<file path="src/hdl/overwrite_fifo_with_zero_fill_defines.svh">
// Assertion macros shared by the overwrite FIFO RTL.
// Depends on nothing; the using module must have signals named clk and rst.
`ifndef OVERWRITE_FIFO_WITH_ZERO_FILL_DEFINES_SVH
`define OVERWRITE_FIFO_WITH_ZERO_FILL_DEFINES_SVH
`ifndef SYNTHESIS
// Condition holds at every clock edge outside reset.
`define OFZ_ASSERT_ALWAYS(lbl, cond) \
  lbl: assert property (@(posedge clk) disable iff (rst) (cond)) \
    else $error("overwrite fifo: invariant violated");
// Consequent holds at the same edge as the antecedent.
`define OFZ_ASSERT_SAME(lbl, ante, cons) \
  lbl: assert property (@(posedge clk) disable iff (rst) (ante) |-> (cons)) \
    else $error("overwrite fifo: implication violated");
// Consequent holds at the edge after the antecedent.
`define OFZ_ASSERT_NEXT(lbl, ante, cons) \
  lbl: assert property (@(posedge clk) disable iff (rst) (ante) |=> (cons)) \
    else $error("overwrite fifo: next-cycle implication violated");
`else
`define OFZ_ASSERT_ALWAYS(lbl, cond)
`define OFZ_ASSERT_SAME(lbl, ante, cons)
`define OFZ_ASSERT_NEXT(lbl, ante, cons)
`endif
`endif

</file>
<file path="src/hdl/ofz_pkg.sv">
// Types, constants and helpers for the overwrite FIFO with zero fill.
// Depends on nothing; used by every module of the block.
package ofz_pkg;

  // Store geometry.
  localparam int DEPTH  = 1024;
  localparam int ADDR_W = $clog2(DEPTH);
  localparam int CNT_W  = $clog2(DEPTH + 1);

  typedef logic [ADDR_W-1:0] addr_t;
  typedef logic [CNT_W-1:0]  cnt_t;
  typedef logic [31:0]       sample_t;
  typedef logic [31:0]       level_t;

  localparam addr_t LAST_SLOT  = ADDR_W'(DEPTH - 1);
  localparam cnt_t  FULL_COUNT = CNT_W'(DEPTH);

  // Item actions, carried on the input tuser.
  typedef enum logic [1:0] {
    ACT_PUSH      = 2'd0,
    ACT_PUSH_ZERO = 2'd1,
    ACT_POP       = 2'd2,
    ACT_CLEAR     = 2'd3
  } action_t;

  // What a pop handed out, carried on the output tuser.
  typedef enum logic [1:0] {
    KIND_NONE   = 2'd0,
    KIND_ZERO   = 2'd1,
    KIND_SAMPLE = 2'd2
  } kind_t;

  // One access to the sample memory.
  typedef struct packed {
    logic    we;
    addr_t   waddr;
    sample_t wdata;
    logic    re;
    addr_t   raddr;
  } ram_req_t;

  // Result of one item, apart from the sample read from memory.
  typedef struct packed {
    kind_t  kind;
    logic   dropped;
    level_t level;
  } result_t;

  // Circular increment of a slot index.
  function automatic addr_t next_slot(input addr_t i);
    return (i == LAST_SLOT) ? '0 : addr_t'(i + 1'b1);
  endfunction

endpackage

</file>
<file path="src/hdl/ofz_ctrl.sv">
// Index, count and pending-zero bookkeeping; issues memory accesses per item.
// Depends on ofz_pkg and the assertion macros in the defines header.
`include "overwrite_fifo_with_zero_fill_defines.svh"
module ofz_ctrl (
  input  logic              clk,
  input  logic              rst,
  input  logic              fire,
  input  ofz_pkg::action_t  action,
  input  ofz_pkg::sample_t  sample_in,
  output ofz_pkg::ram_req_t req,
  output ofz_pkg::result_t  res
);

  ofz_pkg::addr_t write_index, write_index_next;
  ofz_pkg::addr_t read_index, read_index_next;
  ofz_pkg::cnt_t  stored_count, stored_count_next;
  logic [31:0]    zeros_pending, zeros_pending_next;
  logic [32:0]    level_sum;
  logic           full;

  assign full = (stored_count == ofz_pkg::FULL_COUNT);

  // Per-item update of the bookkeeping and the memory request.
  always_comb begin
    write_index_next   = write_index;
    read_index_next    = read_index;
    stored_count_next  = stored_count;
    zeros_pending_next = zeros_pending;
    req                = '0;
    res.kind           = ofz_pkg::KIND_NONE;
    res.dropped        = 1'b0;
    if (fire) begin
      case (action)
        ofz_pkg::ACT_PUSH, ofz_pkg::ACT_PUSH_ZERO: begin
          req.we           = 1'b1;
          req.waddr        = write_index;
          req.wdata        = (action == ofz_pkg::ACT_PUSH) ? sample_in : '0;
          write_index_next = ofz_pkg::next_slot(write_index);
          if (full) begin
            // Overwrite the oldest entry and owe one more zero.
            res.dropped     = 1'b1;
            read_index_next = ofz_pkg::next_slot(write_index);
            if (zeros_pending != '1) begin
              zeros_pending_next = zeros_pending + 32'd1;
            end
          end else begin
            stored_count_next = stored_count + 1'b1;
          end
        end
        ofz_pkg::ACT_POP: begin
          if (zeros_pending != '0) begin
            zeros_pending_next = zeros_pending - 32'd1;
            res.kind           = ofz_pkg::KIND_ZERO;
          end else if (stored_count != '0) begin
            req.re            = 1'b1;
            req.raddr         = read_index;
            read_index_next   = ofz_pkg::next_slot(read_index);
            stored_count_next = stored_count - 1'b1;
            res.kind          = ofz_pkg::KIND_SAMPLE;
          end
        end
        default: begin
          write_index_next   = '0;
          read_index_next    = '0;
          stored_count_next  = '0;
          zeros_pending_next = '0;
        end
      endcase
    end
    // Fill level after the item, saturating at 32 bits.
    level_sum = {1'b0, zeros_pending_next}
              + {{(33 - ofz_pkg::CNT_W){1'b0}}, stored_count_next};
    res.level = level_sum[32] ? '1 : level_sum[31:0];
  end

  always_ff @(posedge clk) begin
    if (rst) begin
      write_index   <= '0;
      read_index    <= '0;
      stored_count  <= '0;
      zeros_pending <= '0;
    end else begin
      write_index   <= write_index_next;
      read_index    <= read_index_next;
      stored_count  <= stored_count_next;
      zeros_pending <= zeros_pending_next;
    end
  end

  // Checks on the bookkeeping.
  `OFZ_ASSERT_ALWAYS(a_count_bound, stored_count <= ofz_pkg::FULL_COUNT)
  `OFZ_ASSERT_ALWAYS(a_full_indices, !full || (read_index == write_index))
  `OFZ_ASSERT_SAME(a_read_only_on_sample, req.re, res.kind == ofz_pkg::KIND_SAMPLE)
  `OFZ_ASSERT_NEXT(a_clear_empties, fire && (action == ofz_pkg::ACT_CLEAR),
                   (stored_count == '0) && (zeros_pending == '0))

endmodule

</file>
<file path="config.mk">
export PLATFORM = sky130hd
export DESIGN_NAME = ofz_ctrl
export DESIGN_NICKNAME = d
export VERILOG_FILES = /design/src/hdl/ofz_pkg.sv /design/src/hdl/ofz_ctrl.sv
export VERILOG_INCLUDE_DIRS = /design/src /design/src/hdl
export SDC_FILE = /design/constraint.sdc
export NUM_CORES = 1
export LEC_CHECK = 0
export BUFFER_PORTS_ARGS = -buffer_cell sky130_fd_sc_hd__buf_2
export CAP_MARGIN = 10
export CORE_AREA = 2 2 128 130
export DETAILED_ROUTE_END_ITERATION = 12
export DIE_AREA = 0 0 130 132
export GPL_ROUTABILITY_DRIVEN = 0
export PLACE_DENSITY_LB_ADDON = 0.1
export SLEW_MARGIN = 30
export SYNTH_ARGS = -nofsm -noshare
export SYNTH_HDL_FRONTEND = slang
export SYNTH_SLANG_ARGS = --single-unit
</file>
<file path="constraint.sdc">
create_clock -name clk -period 6.9 [get_ports clk]
set_input_delay 1.38 -clock clk [delete_from_list [all_inputs] [get_ports clk]]
set_output_delay 1.38 -clock clk [all_outputs]
set_load 0.02 [all_outputs]
</file>
==> results.json <==
{
  "power_density_nw_per_um2": 626.1,
  "switching_share": 0.5546,
  "dp_cells": 1355,
  "combPwrFrac": 0.801,
  "ios": 126,
  "finalMaxSlewViolations": 0,
  "cts_hold_buf": 0,
  "clock_skew_ps": 9.105,
  "timing.setup.tns_ps": 0,
  "globalRouteTotalUtil": 0.3075,
  "required_ps": 5520,
  "yosysMostFrequentCell": "nand2_1",
  "status": "completed",
  "period_minus_slack_ps": 6705,
  "power_leakage_nw": 3.710,
  "critPathLaunchType": "register",
  "dieWidth_um": 130,
  "clock_path_buffers": 2,
  "met1_length_mm": 11.44,
  "dp_hpwl_mm": 19.72,
  "crit_fanout": 3,
  "setup_violations": 0,
  "die_area_sq_um": 17160,
  "synth_edf_count": 0,
  "yosys-top-cells-count": "nand2_1, nor2_1, clkbuf_1, o21ai_0, dfxtp_1",
  "fin_cells": 1376,
  "ant_nets": 0,
  "cts_max_level": 3,
  "r2r_slack_ps": 3270,
  "grt_overflow": 0,
  "worstPathArrival_ps": 5330,
  "cts_tree": "built",
  "drive_gt1_frac": 0.2328,
  "numCtsBuffers": 9,
  "hold_violations": 0,
  "vias_per_cell": 6.222,
  "hp-class": "reg -> reg",
  "cp-end-kind": "primary output",
  "p_clk_frac": 0.090,
  "top_layer": "met4",
  "pre_cts_ws_ps": 208.9,
  "post-route-period-util": 0.9718,
  "vdd_drop_max_mv": 0.3497,
  "synth_top_area_frac": 0.1804,
  "postSynthRegisterBits": 63,
  "max_freq_ghz": 0.1491,
  "postSynthCellCount": 1031,
  "routed_wl_mm": 26.70,
  "synthFlopType": "dfxtp_1",
  "layout.area.seq_sq_um": 1261,
  "wl_met2_mm": 12.01,
  "syn_nets": 1087,
  "grt_pass1_vias": 7929,
  "async_flop_share": 0,
  "clk_pin_slew_worst_paths_ps": 60,
  "internal_power_w": 0.002386,
  "synth_top_cell_by_area": "dfxtp_1",
  "fin_nets": 1211,
  "power_frac_seq": 0.109,
  "fillCellCount": 1576,
  "max_slew.worst_pin.slew_ps": 948.1,
  "multi_input_area_sq_um": 5410,
  "antennaDiodeCount": 0,
  "path_class": "reg -> out",
  "clock-root-buffer": "clkbuf_16",
  "power.net_switching_w": 0.002971,
  "start_util": 0.4450,
  "grt_first_pass_wirelength_mm": 41.92,
  "clock_sinks": 63,
  "wl_per_cell_um": 19.40,
  "antenna_found_initial": 0,
  "fp.dieH_um": 132,
  "syn_avg_cell_area_sq_um": 6.781,
  "drt_iter0_drc": 800,
  "cap_viol_max_count": 0,
  "grt_setup_unrepaired": "true",
  "firstDrtPassIters": 8,
  "rows": 46,
  "core-area_sq_um": 15710,
  "slew_headroom": 0.3621,
  "ys_warn_count": 0,
  "area_growth_pct": 22.37,
  "vias": 8561,
  "met3_length_mm": 2.571,
  "fin_ws_ps": 194.5,
  "port_buffers": 125,
  "yosysSeqAreaShare": 0.1804,
  "ys_types": 87,
  "yosys-top-cells-area": "dfxtp_1, nand2_1, nor2_1",
  "syn_area_sq_um": 6992,
  "grt_max_degree": 64,
  "drc_errors": 0,
  "clock_latency_ps": 350
}
==> sequential cells by signal, summed over array words and instances, names as in the netlist <==
| signal | flops |
|---|---|
| read_index | 10 |
| zeros_pending | 32 |
| write_index | 10 |
| stored_count | 11 |
==> final cells by class <==
type,count,area share
multi-input cells,858,0.6323
flip-flops and latches,63,0.1474
repair buffers,200,0.1426
well taps,216,0.03159
clock buffers,10,0.02793
inverters,23,0.01009
clock inverters,6,0.008043
==> cells in the final DEF, fill, tap and decap left out, types with 17 or more instances in the layout <==
| cell | n |
|---|---|
| buf_2 | 124 |
| nand2_1 | 119 |
| nor2_1 | 86 |
| buf_4 | 73 |
| dfxtp_1 | 63 |
| o21ai_0 | 59 |
| a21oi_1 | 55 |
| nor3_1 | 45 |
| and2_1 | 43 |
| and3_1 | 39 |
| nand3_1 | 36 |
| nand4_1 | 31 |
| nor2b_1 | 31 |
| nor4_1 | 30 |
| inv_1 | 22 |
| or3_1 | 17 |
| ha_1 | 17 |
==> what timing repair did <==
item                                    CTS  global route
resized for setup                         6            25
buffers inserted                          0             5
pin swaps                                 1            11
endpoints found under the setup margin   32            32
hold endpoints to repair                  0             0
==> through the flow <==
step / instance area, sq um / hold WS (ps) / util / total power, W
2_1_floorplan: 6992 / 462.3 / - / 0.003279
3_3_place_gp: 8087 / 492.8 / 0.5147 / 0.004573
3_5_place_dp: 8094 / 485.5 / 0.5151 / 0.004573
4_1_cts: 8431 / 496.4 / 0.5366 / 0.005110
5_1_grt: 8556 / 535.9 / 0.5445 / 0.005709
6_report: 8556 / 498.0 / 0.5445 / 0.005357
==> worst paths after layout <==
path                                        from                 to  cells past startpoint
worst max-delay path            zeros_pending[0]            res[31]                     20
worst min-delay path              write_index[4]     write_index[4]                      2
worst max register to register   stored_count[0]  zeros_pending[22]                      9
worst min register to register    write_index[4]     write_index[4]                      2
==> worst max-delay path, stage by stage, from the launching register on <==
cell and delay [ps]:
dfxtp_1 310, inv_1 80, ha_1 140, or4b_4 460, or3_4 400, or3_4 380, or4_4 530, nor3_4 210
o221ai_2 120, nand2_1 90, o31ai_2 90, ha_2 200, a211o_1 260, or4_4 500, a31oi_4 170, o21bai_1 90
a21o_1 240, and2_4 180, and4b_1 210, mux2i_1 170, buf_4 170
==> per-layer routing <==
layer / vias to the layer above / global-route usage
met2: 495 / 0.4715
met1: 3936 / 0.4238
met5: - / 0
li1: 4069 / -
met3: 61 / 0.06656
met4: 0 / 0.1081
==> cells by family (layout without fill, tap and decap cells) <==
family | after synthesis | in the layout | share of synthesized area
simple gates | 558 | 558 | 0.4388
xor+xnor | 23 | 23 | 0.02881
fa+ha+maj | 19 | 19 | 0.03508
compound gates | 247 | 247 | 0.2362
flops | 63 | 63 | 0.1804
mux | 11 | 11 | 0.01611
buf+inv | 110 | 239 | 0.06460
==> power by group through the flow <==
stage,logic [W],registers [W],clock network [W]
6_report,0.00429,0.000585,0.000482
5_1_grt,0.00461,0.000600,0.000502
4_1_cts,0.00405,0.000577,0.000485
3_5_place_dp,0.00399,0.000584,0
3_3_place_gp,0.00399,0.000584,0
2_1_floorplan,0.00278,0.000501,0
No activity file was read; power rests on OpenSTA's default activity.
